<file path="src/rtl/core/rtt_est_pkg.sv">
// rtt_est_pkg: shared types and codes for the round-trip estimator.
// Used by rtt_est_update and rtt_estimator_fault_monitor; no dependencies.
`default_nettype none

package rtt_est_pkg;

   // event codes
   localparam logic [1:0] MODE_SAMPLE  = 2'd0;
   localparam logic [1:0] MODE_TIMEOUT = 2'd1;
   localparam logic [1:0] MODE_RESTART = 2'd2;
   localparam logic [1:0] MODE_SET     = 2'd3;

   // fault states
   localparam logic [1:0] FAULT_OK          = 2'd0;
   localparam logic [1:0] FAULT_TEMP        = 2'd1;
   localparam logic [1:0] FAULT_LOCAL_PERM  = 2'd2;
   localparam logic [1:0] FAULT_GLOBAL_PERM = 2'd3;

   // control register indexes
   localparam int unsigned CSR_IDX_W = 1;
   localparam logic [CSR_IDX_W-1:0] CSR_INITIAL_TIMEOUT = 1'd0;
   localparam logic [CSR_IDX_W-1:0] CSR_RTT_UPPER_BOUND = 1'd1;

   localparam int unsigned TIMEOUT_W = 17;
   localparam int unsigned RTT_W     = 16;
   localparam int unsigned SAMPLE_W  = 24;

   localparam logic [TIMEOUT_W-1:0] INITIAL_TIMEOUT_RST = 17'd5000;
   localparam logic [RTT_W-1:0]     RTT_UPPER_BOUND_RST = 16'd30000;

   typedef struct packed {
      logic [1:0]          mode;
      logic [SAMPLE_W-1:0] rtt_sample;
      logic [1:0]          new_fault_state;
   } req_type;

   typedef struct packed {
      logic                 monitor_arm;
      logic [TIMEOUT_W-1:0] timeout_value;
      logic [1:0]           fault_state;
      logic                 state_changed;
   } rsp_type;

   // estimator state carried between the state registers and the update logic
   typedef struct packed {
      logic [RTT_W-1:0]     mean_rtt;
      logic [RTT_W-1:0]     mean_deviation;
      logic [TIMEOUT_W-1:0] current_timeout;
      logic [1:0]           peer_state;
   } est_state_type;

endpackage

`default_nettype wire

</file>
<file path="src/rtl/core/rtt_estimator_fault_monitor.sv">
// rtt_estimator_fault_monitor: round-trip estimator and fault monitor, top level.
// Depends on rtt_est_pkg and rtt_est_update.
//
//   channel | direction | handshake         | word
//   req     | in        | valid / stall     | mode, rtt_sample, new_fault_state
//   rsp     | out       | valid / stall     | monitor_arm, timeout_value, fault_state,
//           |           |                   | state_changed
//   csr     | in        | valid / ready     | index, wdata
//
// One word per cycle sustained while rsp is not stalled. A word sits in the input register,
// the estimator update is combinational and the result lands in the output register
// together with the new estimator state, where rsp valid is raised.
// Reset is synchronous and loads the control registers with their defaults.
// req stalls only when the input register is full and the output register is held.
// csr writes are taken while the input register is empty.
`default_nettype none

module rtt_estimator_fault_monitor (
   input  logic                                   clock,
   input  logic                                   reset,
   input  logic                                   req_valid,
   output logic                                   req_stall,
   input  rtt_est_pkg::req_type                   req_data,
   output logic                                   rsp_valid,
   input  logic                                   rsp_stall,
   output rtt_est_pkg::rsp_type                   rsp_data,
   input  logic                                   csr_valid,
   output logic                                   csr_ready,
   input  logic [rtt_est_pkg::CSR_IDX_W-1:0]      csr_index,
   input  logic [rtt_est_pkg::TIMEOUT_W-1:0]      csr_wdata
);
   import rtt_est_pkg::*;

   logic                 in_valid_ff;
   req_type              in_data_ff;
   logic                 out_valid_ff;
   logic                 out_valid_in;
   rsp_type              out_data_ff;
   est_state_type        est_ff;
   est_state_type        est_in;
   rsp_type              rsp_calc;
   logic [TIMEOUT_W-1:0] init_timeout_ff;
   logic [RTT_W-1:0]     upper_bound_ff;
   logic                 out_free;
   logic                 advance;
   logic                 req_take;

   assign out_free  = !out_valid_ff || !rsp_stall;
   assign advance   = in_valid_ff && out_free;
   assign req_stall = in_valid_ff && !out_free;
   assign req_take  = req_valid && !req_stall;
   assign csr_ready = !in_valid_ff;
   assign out_valid_in = advance || (out_valid_ff && rsp_stall);

   rtt_est_update u_update (
      .cur             (est_ff),
      .req             (in_data_ff),
      .initial_timeout (init_timeout_ff),
      .rtt_upper_bound (upper_bound_ff),
      .nxt             (est_in),
      .rsp             (rsp_calc)
   );

   always_ff @(posedge clock) begin
      if (reset) begin
         in_valid_ff <= 1'b0;
      end else if (req_take) begin
         in_valid_ff <= 1'b1;
      end else if (advance) begin
         in_valid_ff <= 1'b0;
      end
   end

   always_ff @(posedge clock) begin
      if (req_take) begin
         in_data_ff <= req_data;
      end
   end

   always_ff @(posedge clock) begin
      if (reset) begin
         out_valid_ff <= 1'b0;
      end else begin
         out_valid_ff <= out_valid_in;
      end
   end

   always_ff @(posedge clock) begin
      if (advance) begin
         out_data_ff <= rsp_calc;
      end
   end

   always_ff @(posedge clock) begin
      if (reset) begin
         est_ff.mean_rtt        <= '0;
         est_ff.mean_deviation  <= '0;
         est_ff.current_timeout <= INITIAL_TIMEOUT_RST;
         est_ff.peer_state      <= FAULT_OK;
      end else if (advance) begin
         est_ff <= est_in;
      end
   end

   always_ff @(posedge clock) begin
      if (reset) begin
         init_timeout_ff <= INITIAL_TIMEOUT_RST;
         upper_bound_ff  <= RTT_UPPER_BOUND_RST;
      end else if (csr_valid && csr_ready) begin
         case (csr_index)
            CSR_INITIAL_TIMEOUT: init_timeout_ff <= csr_wdata;
            CSR_RTT_UPPER_BOUND: upper_bound_ff  <= csr_wdata[RTT_W-1:0];
            default: ;
         endcase
      end
   end

   assign rsp_valid = out_valid_ff;
   assign rsp_data  = out_data_ff;

   // result word always reports the state it left behind
   a_rsp_matches_state: assert property (@(posedge clock) disable iff (reset)
      advance |=> (rsp_data.fault_state == est_ff.peer_state) &&
                  (rsp_data.timeout_value == est_ff.current_timeout))
      else $error("result word does not match estimator state");

   // permanent faults never re-arm on samples or timeouts
   a_perm_no_arm: assert property (@(posedge clock) disable iff (reset)
      (advance && est_ff.peer_state[1] &&
       (in_data_ff.mode == MODE_SAMPLE || in_data_ff.mode == MODE_TIMEOUT))
      |=> !rsp_data.monitor_arm && $stable(est_ff))
      else $error("permanent state changed by sample or timeout");

   // restart clears the mean and loads the configured timeout
   a_restart_load: assert property (@(posedge clock) disable iff (reset)
      (advance && in_data_ff.mode == MODE_RESTART)
      |=> (est_ff.mean_rtt == '0) && (est_ff.current_timeout == $past(init_timeout_ff)))
      else $error("restart did not reload estimator");

   // a held result keeps the input side from overrunning
   a_stall_only_full: assert property (@(posedge clock) disable iff (reset)
      req_stall |-> in_valid_ff && out_valid_ff)
      else $error("req stalled with room downstream");

endmodule

`default_nettype wire

</file>
<file path="src/rtl/core/rtt_est_update.sv">
// rtt_est_update: next-state and result logic for one event.
// Depends on rtt_est_pkg.
`default_nettype none

module rtt_est_update (
   input  rtt_est_pkg::est_state_type          cur,
   input  rtt_est_pkg::req_type                req,
   input  logic [rtt_est_pkg::TIMEOUT_W-1:0]   initial_timeout,
   input  logic [rtt_est_pkg::RTT_W-1:0]       rtt_upper_bound,
   output rtt_est_pkg::est_state_type          nxt,
   output rtt_est_pkg::rsp_type                rsp
);
   import rtt_est_pkg::*;

   logic [RTT_W-1:0]     sat;
   logic [RTT_W:0]       err;       // two's complement, 17 bits
   logic [RTT_W:0]       err_adj;
   logic [RTT_W:0]       mag;
   logic [RTT_W:0]       dmag;
   logic [RTT_W:0]       dmag_adj;
   logic [RTT_W-1:0]     half;
   logic [RTT_W-1:0]     quarter;
   logic [RTT_W-1:0]     mean_n;
   logic [RTT_W-1:0]     dev_n;
   logic [RTT_W-1:0]     bigger;
   logic [TIMEOUT_W-1:0] sample_timeout;
   logic                 live;
   logic                 arm;

   always_comb begin
      sat = (req.rtt_sample > {{(SAMPLE_W-RTT_W){1'b0}}, rtt_upper_bound}) ?
            rtt_upper_bound : req.rtt_sample[RTT_W-1:0];
      err = {1'b0, sat} - {1'b0, cur.mean_rtt};
      // truncate toward zero: bias negatives before the arithmetic shift
      err_adj = err + {{RTT_W{1'b0}}, err[RTT_W]};
      half    = err_adj[RTT_W:1];
      mag     = err[RTT_W] ? (~err + 1'b1) : err;
      dmag    = {1'b0, mag[RTT_W-1:0]} - {1'b0, cur.mean_deviation};
      dmag_adj = dmag + (dmag[RTT_W] ? 17'd3 : 17'd0);
      quarter = {dmag_adj[RTT_W], dmag_adj[RTT_W:2]};
      if (cur.mean_rtt != '0) begin
         mean_n = cur.mean_rtt + half;
         dev_n  = cur.mean_deviation + quarter;
      end else begin
         mean_n = sat;
         dev_n  = sat;
      end
      bigger = (dev_n > mean_n) ? dev_n : mean_n;
      sample_timeout = {1'b0, mean_n} + {1'b0, bigger};
   end

   always_comb begin
      nxt  = cur;
      arm  = 1'b0;
      live = (cur.peer_state == FAULT_OK) || (cur.peer_state == FAULT_TEMP);
      case (req.mode)
         MODE_SAMPLE: begin
            if (live) begin
               nxt.peer_state      = FAULT_OK;
               nxt.mean_rtt        = mean_n;
               nxt.mean_deviation  = dev_n;
               nxt.current_timeout = sample_timeout;
               arm = 1'b1;
            end
         end
         MODE_TIMEOUT: begin
            if (live) begin
               nxt.peer_state = FAULT_TEMP;
               arm = 1'b1;
            end
         end
         MODE_RESTART: begin
            nxt.mean_rtt        = '0;
            nxt.current_timeout = initial_timeout;
            arm = 1'b1;
         end
         default: begin
            nxt.peer_state = req.new_fault_state;
         end
      endcase
      rsp.monitor_arm   = arm;
      rsp.timeout_value = nxt.current_timeout;
      rsp.fault_state   = nxt.peer_state;
      rsp.state_changed = (nxt.peer_state != cur.peer_state);
   end

endmodule

`default_nettype wire

</file>
<file path="config.mk">
export PLATFORM = sky130hd
export DESIGN_NAME = rtt_estimator_fault_monitor
export DESIGN_NICKNAME = d
export VERILOG_FILES = /design/src/rtl/core/rtt_est_pkg.sv /design/src/rtl/core/rtt_estimator_fault_monitor.sv /design/src/rtl/core/rtt_est_update.sv
export SDC_FILE = /design/constraint.sdc
export NUM_CORES = 1
export LEC_CHECK = 0
export ABC_CLOCK_PERIOD_IN_PS = 15600
export BUFFER_PORTS_ARGS = -buffer_cell sky130_fd_sc_hd__buf_2
export CELL_PAD_IN_SITES_DETAIL_PLACEMENT = 1
export CELL_PAD_IN_SITES_GLOBAL_PLACEMENT = 1
export CORE_MARGIN = 4
export CORE_UTILIZATION = 40
export DETAILED_ROUTE_END_ITERATION = 12
export PLACE_DENSITY_LB_ADDON = 0.1
export SLEW_MARGIN = 30
export SYNTH_ARGS = -nofsm -noshare
export SYNTH_HDL_FRONTEND = slang
export SYNTH_SLANG_ARGS = --single-unit
</file>
<file path="constraint.sdc">
create_clock -name clock -period 15.6 [get_ports clock]
set_input_delay 0.78 -clock clock [delete_from_list [all_inputs] [get_ports clock]]
set_output_delay 0.78 -clock clock [all_outputs]
set_load 0.01 [all_outputs]
</file>
==> results of run 1 <==
==> through the flow <==
stage / setup slack, ns / instance area [um^2]
2_1_floorplan: 2.29 / 11500
3_3_place_gp: 1.12 / 12200
3_5_place_dp: 0.658 / 12200
4_1_cts: 0.574 / 12900
5_1_grt: -0.000531 / 12900
6_report: 0.973 / 12900
==> what timing repair did <==
| item | in CTS | in global routing |
|---|---|---|
| hold endpoints to repair | 0 | 0 |
| endpoints found under the setup margin | 0 | 21 |
| buffers inserted | 0 | 1 |
| resized for setup | 0 | 8 |
==> worst max-delay path by stage <==
stage	to	from	slack [ns]	cells past startpoint
6_report	rsp_data[16]	in_data_ff[23]	0.97	59
5_1_grt	rsp_data[16]	in_data_ff[19]	-0.0005	60
4_1_cts	est_ff[16]	in_data_ff[19]	0.57	61
3_5_place_dp	rsp_data[16]	in_data_ff[19]	0.66	59
3_3_place_gp	est_ff[16]	in_data_ff[19]	1.12	62
2_1_floorplan	est_ff[16]	in_data_ff[19]	2.29	62
==> cell families after synthesis <==
kind of cell / count (synthesis) / share of synthesized area (%)
xor gates and xnor gates: 84 / 6.42
buffers and inverters: 162 / 5.42
and+or+nand+nor: 500 / 21.5
muxes: 37 / 3.56
AOI/OAI and AO/OA: 365 / 22.0
adders and majority gates: 118 / 13.2
DFF: 135 / 27.9
==> layout make-up <==
| type | count | share of cell area [%] |
|---|---|---|
| sequential | 135 | 24.7 |
| inverter | 115 | 3.35 |
| timing repair buffer | 91 | 3.86 |
| tap | 378 | 3.66 |
| clock buffer | 18 | 3.49 |
| multi-input combinational | 1104 | 59.6 |
| clock inverter | 14 | 1.34 |
==> worst reg2reg max path: cells and delay by family (launching register included) <==
kind / cells / cell delay, ns
AOI/OAI and AO/OA: 24 / 5.90
buffers and inverters: 3 / 0.42
and+or+nand+nor: 20 / 4.26
adders and majority gates: 6 / 1.94
muxes: 3 / 0.93
DFF: 1 / 0.38
xor gates and xnor gates: 3 / 0.54
==> flip-flops by register name, indices dropped and copies added (netlist names) <==
register,cells
in_valid_ff,1
rsp_valid,1
upper_bound_ff,16
rsp_data,21
in_data_ff,28
init_timeout_ff,17
est_ff,51
==> synth_stat cells (all sizes together), types with 22 or more instances <==
cell and n:
nor2 117, a21o 41, inv 113, o21ai 55, dfxtp 86, nand2 150
nand3 36, a22oi 26, ha 113, and2 22, a21oi 100, a211oi 23
xor2 31, clkbuf 41, xnor2 53, nor3 43, edfxtp 49
==> per-layer routing <==
layer / track usage, % / vias up / wire [um]
met1: 31.4 / 5103 / 17400
met4: 7.48 / 0 / 1020
met3: 2.85 / 38 / 986
met2: 41.4 / 162 / 18100
li1: - / 5182 / -
met5: 0 / - / 0
==> where the power goes <==
| part | leakage, nW | total (mW) | switching, mW | internal (mW) |
|---|---|---|---|---|
| Combinational | 3.95 | 1.28 | 0.772 | 0.508 |
| Clock | 0.305 | 0.420 | 0.193 | 0.227 |
| Sequential | 1.17 | 0.409 | 0.0148 | 0.394 |
==> layout by cell type, fill, tap and decap left out, types with 16 or more instances in the layout <==
cell	instances
o21ai_0	50
mux2i_1	16
a211oi_1	21
and2_1	22
nand3_1	35
buf_2	74
nor3_1	42
mux2_2	18
a22oi_1	26
nor2_1	116
dfxtp_1	86
o21a_1	21
ha_1	113
edfxtp_1	49
xnor2_1	53
nor2b_1	19
a21oi_1	95
a21o_1	41
buf_4	17
clkbuf_16	18
nand2_1	150
inv_1	112
xor2_1	31
==> run_results.csv, run 1 <==
group,metric,value,unit
synthesis,syn-instance-count,1401,
setup_path,slowest_delay,0.61,ns
run_status,outcome,"complete, no violations",
synthesis,synth.net_count,1570,
setup_path,startpoint_type,"flop",
cells_and_area,regArea,0.00319,mm^2
synthesis,synth_top_area_share,15.0,%
worst_hold_path,hp-class,"reg -> reg",
clock_tree,clkLatencyLatePin,0.43,ns
timing,fin_tns_setup,0,ns
timing,min_period,14.63,ns
power,power.leakage,5.43,nW
clock_tree,ctsHoldBuffers,0,
setup_path,cp.arrival,14.80,ns
drt,drtIter0Drc,448,
setup_path,criticalPathCategory,"reg -> reg",
cells_and_area,multiInputGateArea,0.00769,mm^2
setup_path,cp_max_fo,12,
timing,fin_skew,0.0127,ns
worst_hold_path,holdPathEnd,"init_timeout_ff[0]",
cells_and_area,layoutNonFillerInstCount,1855,
worst_hold_path,holdCritStartpoint,"init_timeout_ff[0]",
job,max_cap_violations,0,
die,core,0.0280,mm^2
cells_and_area,nNetsFinal,1633,
timing,slew_violations,0,
drt,via_per_inst,5.65,
clock_tree,ctsHtreeMaxLevel,4,
setup_path,r2r_slack,0.97,ns
die,die-area,0.0314,mm^2
synthesis,syn_area,0.0115,mm^2
cells_and_area,fillers,3425,
setup_path,r2r_end,"rsp_data[16]",
power,total_power,2.11,mW
setup_path,rr_worst_depth,59,
setup_path,rr_startpoint,"in_data_ff[23]",
setup_path,path_buf_inv,3,
clock_tree,cts-buffers-inserted,17,
global_routing,grt_pass1_vias,10700,
setup_path,path_delay_family,"compound AO/OA/AOI/OAI gates",
drt,ant_nets,0,
die,initial_core_util,40.9,%
synthesis,synthArstFlopShare,0,%
synthesis,ys_ff_latch,135,
synthesis,synth_area_leaders,"dfxtp_1, edfxtp_1, ha_1, nand2_1, a21oi_1",
timing,hold-worst-slack,0.461,ns
timing,setup_viol,0,
setup_path,endpoint_kind,"flop",
clock_tree,cts_tree,"yes",
timing,final-hold-violation-count,0,
timing,fin_crit_sh,93.8,%
worst_hold_path,hold_depth,2,
place,placed_cells,1822,
timing,relSlewSlack,35.8,%
setup_path,cp_slowest_cell,"a2111oi_0",
cells_and_area,area_growth,12.6,%
synthesis,synth_flop_cell,"dfxtp_1",
synthesis,postSynthAreaPerCell,8.18,um^2
global_routing,grt_overflow,0,
die,num_rows,61,
die,die_h,177,um
power,max-vdd-ir-drop,0.0792,mV
power,power_density,163,mW/mm^2
drt,routed_wl,37400,um
drt,route.detailed.wl_per_inst,20.2,um
setup_path,cpMostUsedCell,"ha_1",
drt,drc,0,
timing,timing.fmax,68.4,MHz
synthesis,synth.distinct_cells,91,
setup_path,critPathRequiredTime,15.77,ns
place,io_buffers,74,
clock_tree,path_clk_slew,0.07,ns
place,gp_congestion,0.878,
clock_tree,clk_path_buf_depth,2,
cells_and_area,final_util,46.1,%
drt,vias,10500,
global_routing,grt_max_degree,88,
global_routing,grt_pass1_wl,59200,um
global_routing,antenna_found_initial,0,
timing,worstMarginPinSlew,0.963,ns
place,hpwl,29700,um
cells_and_area,n_antenna_cell,0,
global_routing,gr-usage-all-layers,24.0,%
synthesis,ys_warn_count,0,
drt,firstDrtPassIters,4,
die,io_pins,75,
synthesis,synth_edf_count,49,
synthesis,ys_seq_area_share,27.9,%
clock_tree,cts_root_buf,"clkbuf_16",
clock_tree,cts.sinks,135,
die,dieWidth,177,um
cells_and_area,drive_gt1_share,12.8,%
synthesis,synth_top_area_cell,"dfxtp_1",
(Power assumes the default switching activity.)
==> run 2: changes to the inputs <==
--- a/config.mk
+++ b/config.mk
@@ -16,4 +16,5 @@
 export SLEW_MARGIN = 30
 export SYNTH_ARGS = -nofsm -noshare
 export SYNTH_HDL_FRONTEND = slang
+export SYNTH_HIERARCHICAL = 1
 export SYNTH_SLANG_ARGS = --single-unit
==> run 2 against run 1 <==
  * Clock power about the same
  * Design area up 6.9%
  * First-iteration DRC count up 43%
  * Power rose by 1.4%
  * Flip-flop and latch count unchanged
  * Count of clock-buffer cells in the layout down 1
  * Critical path type unchanged
  * Largest cell class unchanged
==> run_results.csv, run 2 <==
group,metric,value,unit
timing,hold-worst-slack,0.474,ns
clock_tree,clk_path_buf_depth,2,
global_routing,gr-usage-all-layers,23.2,%
power,total_power,2.14,mW
setup_path,path_buf_inv,3,
power,power_density,155,mW/mm^2
synthesis,ys_seq_area_share,25.6,%
timing,fin_skew,0.0157,ns
cells_and_area,largest_register_ffs,51,
global_routing,grt_max_degree,115,
synthesis,ys_ff_latch,135,
die,initial_core_util,40.7,%
cells_and_area,area_growth,10.4,%
setup_path,startpoint_type,"flop",
clock_tree,cts_root_buf,"clkbuf_16",
synthesis,synth.distinct_cells,87,
cells_and_area,fillers,3663,
clock_tree,clkLatencyLatePin,0.43,ns
setup_path,cp_slowest_cell,"edfxtp_1",
timing,timing.fmax,69.7,MHz
run_status,outcome,"complete, no violations",
setup_path,cp_max_fo,19,
clock_tree,cts-buffers-inserted,17,
setup_path,path_delay_family,"compound AO/OA/AOI/OAI gates",
synthesis,synth_top_area_share,13.8,%
global_routing,grt_pass1_wl,62300,um
timing,slew_violations,0,
die,die_h,185,um
setup_path,endpoint_kind,"flop",
die,dieWidth,185,um
drt,drc,0,
synthesis,ys_warn_count,6,
timing,worstMarginPinSlew,0.946,ns
job,max_cap_violations,0,
cells_and_area,layoutNonFillerInstCount,1933,
cells_and_area,nNetsFinal,1693,
power,power.leakage,5.76,nW
power,max-vdd-ir-drop,0.0958,mV
timing,fin_crit_sh,92.0,%
cells_and_area,mostFrequentLayoutCells,"nand2b_1, inv_1, ha_1, mux2i_1, nor2_1",
synthesis,synth_flop_cell,"dfxtp_1",
synthesis,postSynthAreaPerCell,8.42,um^2
drt,vias,10800,
drt,via_per_inst,5.57,
synthesis,synth.net_count,1655,
setup_path,rr_startpoint,"in_data_ff[17]",
synthesis,yosysMostFrequentCell,"nand2b_1",
drt,drtIter0Drc,640,
worst_hold_path,holdCritStartpoint,"est_ff[13]",
die,core,0.0307,mm^2
die,io_pins,75,
clock_tree,path_clk_slew,0.06,ns
timing,final-hold-violation-count,0,
timing,min_period,14.35,ns
setup_path,cp.arrival,14.62,ns
die,num_rows,64,
synthesis,synth_area_leaders,"dfxtp_1, edfxtp_1, ha_1, mux2i_1, nand2b_1",
clock_tree,ctsHtreeMaxLevel,4,
place,gp_congestion,0.923,
global_routing,antenna_found_initial,0,
clock_tree,cts_tree,"yes",
timing,fin_tns_setup,0,ns
timing,setup_viol,0,
synthesis,syn_area,0.0125,mm^2
drt,route.detailed.wl_per_inst,20.2,um
setup_path,crit_path_start,"in_data_ff[17]",
setup_path,slowest_delay,0.40,ns
synthesis,synth_top_area_cell,"dfxtp_1",
clock_tree,cts.sinks,135,
drt,routed_wl,39000,um
timing,rsz0062_at_grt,"false",
timing,relSlewSlack,36.9,%
worst_hold_path,hp-class,"reg -> reg",
cells_and_area,drive_gt1_share,12.0,%
drt,firstDrtPassIters,5,
place,placed_cells,1896,
global_routing,grt_pass1_vias,11100,
synthesis,synthArstFlopShare,0,%
synthesis,synth_common_cells,"nand2b_1, inv_1, ha_1",
die,die-area,0.0341,mm^2
cells_and_area,top_register,"est_ff",
setup_path,criticalPathCategory,"reg -> reg",
place,hpwl,30900,um
cells_and_area,final_common_cell,"nand2b_1",
setup_path,critPathRequiredTime,15.87,ns
synthesis,synth_edf_count,49,
cells_and_area,final_util,45.0,%
place,io_buffers,74,
drt,ant_nets,0,
global_routing,grt_overflow,0,
synthesis,syn-instance-count,1485,
==> run 2: changes by cell type after synthesis, sizes merged, moves of 14 or more <==
cell	previous run	this run
nand2b	12	140
buf	6	44
a211oi	23	9
mux2i	16	111
a21oi	100	85
nor2	117	99
nor3	43	25
nand2	150	87
o21ai	55	83
a21o	41	24
==> run 2: layout make-up <==
type	count	area, um^2	share of cell area, %
Sequential cell	135	3190	23.1
Inverter	119	447	3.24
Multi-Input combinational cell	1147	8450	61.3
Clock inverter	15	169	1.22
Antenna cell	1	2.50	0.0181
Clock buffer	17	425	3.08
Tap cell	396	495	3.59
Timing Repair Buffer	103	611	4.43
==> run 2: tightest hold or removal path, delay by kind of cell, from the launching register on <==
kind | cells | cell delay, ns
AND/OR/NAND/NOR | 1 | 0.06
multiplexers | 1 | 0.05
flip-flops | 1 | 0.31
==> run 2: routing by layer <==
layer,GRT usage [%],share of wire (%),up-vias
met5,0,0,-
met2,38.2,46,177
li1,-,-,5300
met3,3.51,3.5,32
met4,4.20,1.2,0
met1,32.6,49,5267
==> run 2: worst paths after layout <==
check	endpoint	slack, ns	cells past startpoint
max	est_ff[17]	1.25	61
min	est_ff[13]	0.47	2
max reg2reg	est_ff[17]	1.25	61
min reg2reg	est_ff[13]	0.47	2
==> run 2: where the power goes <==
group	internal (mW)	total, mW	switching, mW	leakage (nW)
registers	0.396	0.412	0.0159	1.17
clock network	0.240	0.417	0.178	0.288
logic	0.517	1.31	0.791	4.30
total	1.15	2.14	0.985	5.76
==> run 2: repair_timing <==
item	CTS	global route
gates resized for setup	0	12
endpoints found under the setup margin	0	23
setup buffers	0	2
endpoints found under the hold margin	0	0
hold buffers	0	0
==> run 2: per-stage QoR <==
stage	instance area (um^2)	setup WS, ns
2_1_floorplan	12500	2.02
3_3_place_gp	13100	1.02
3_5_place_dp	13100	0.644
4_1_cts	13700	0.547
5_1_grt	13800	0.0611
6_report	13800	1.25
==> run 2: logic make-up after synthesis <==
kind of cell,after synthesis,share of synthesized area [%]
multiplexers,126,10.2
AO/OA/AOI/OAI,324,17.1
AND/OR/NAND/NOR,482,20.5
flip-flops,135,25.6
buffers and inverters,203,7.50
adder cells (fa/ha/maj),119,12.2
XOR/XNOR,96,6.90
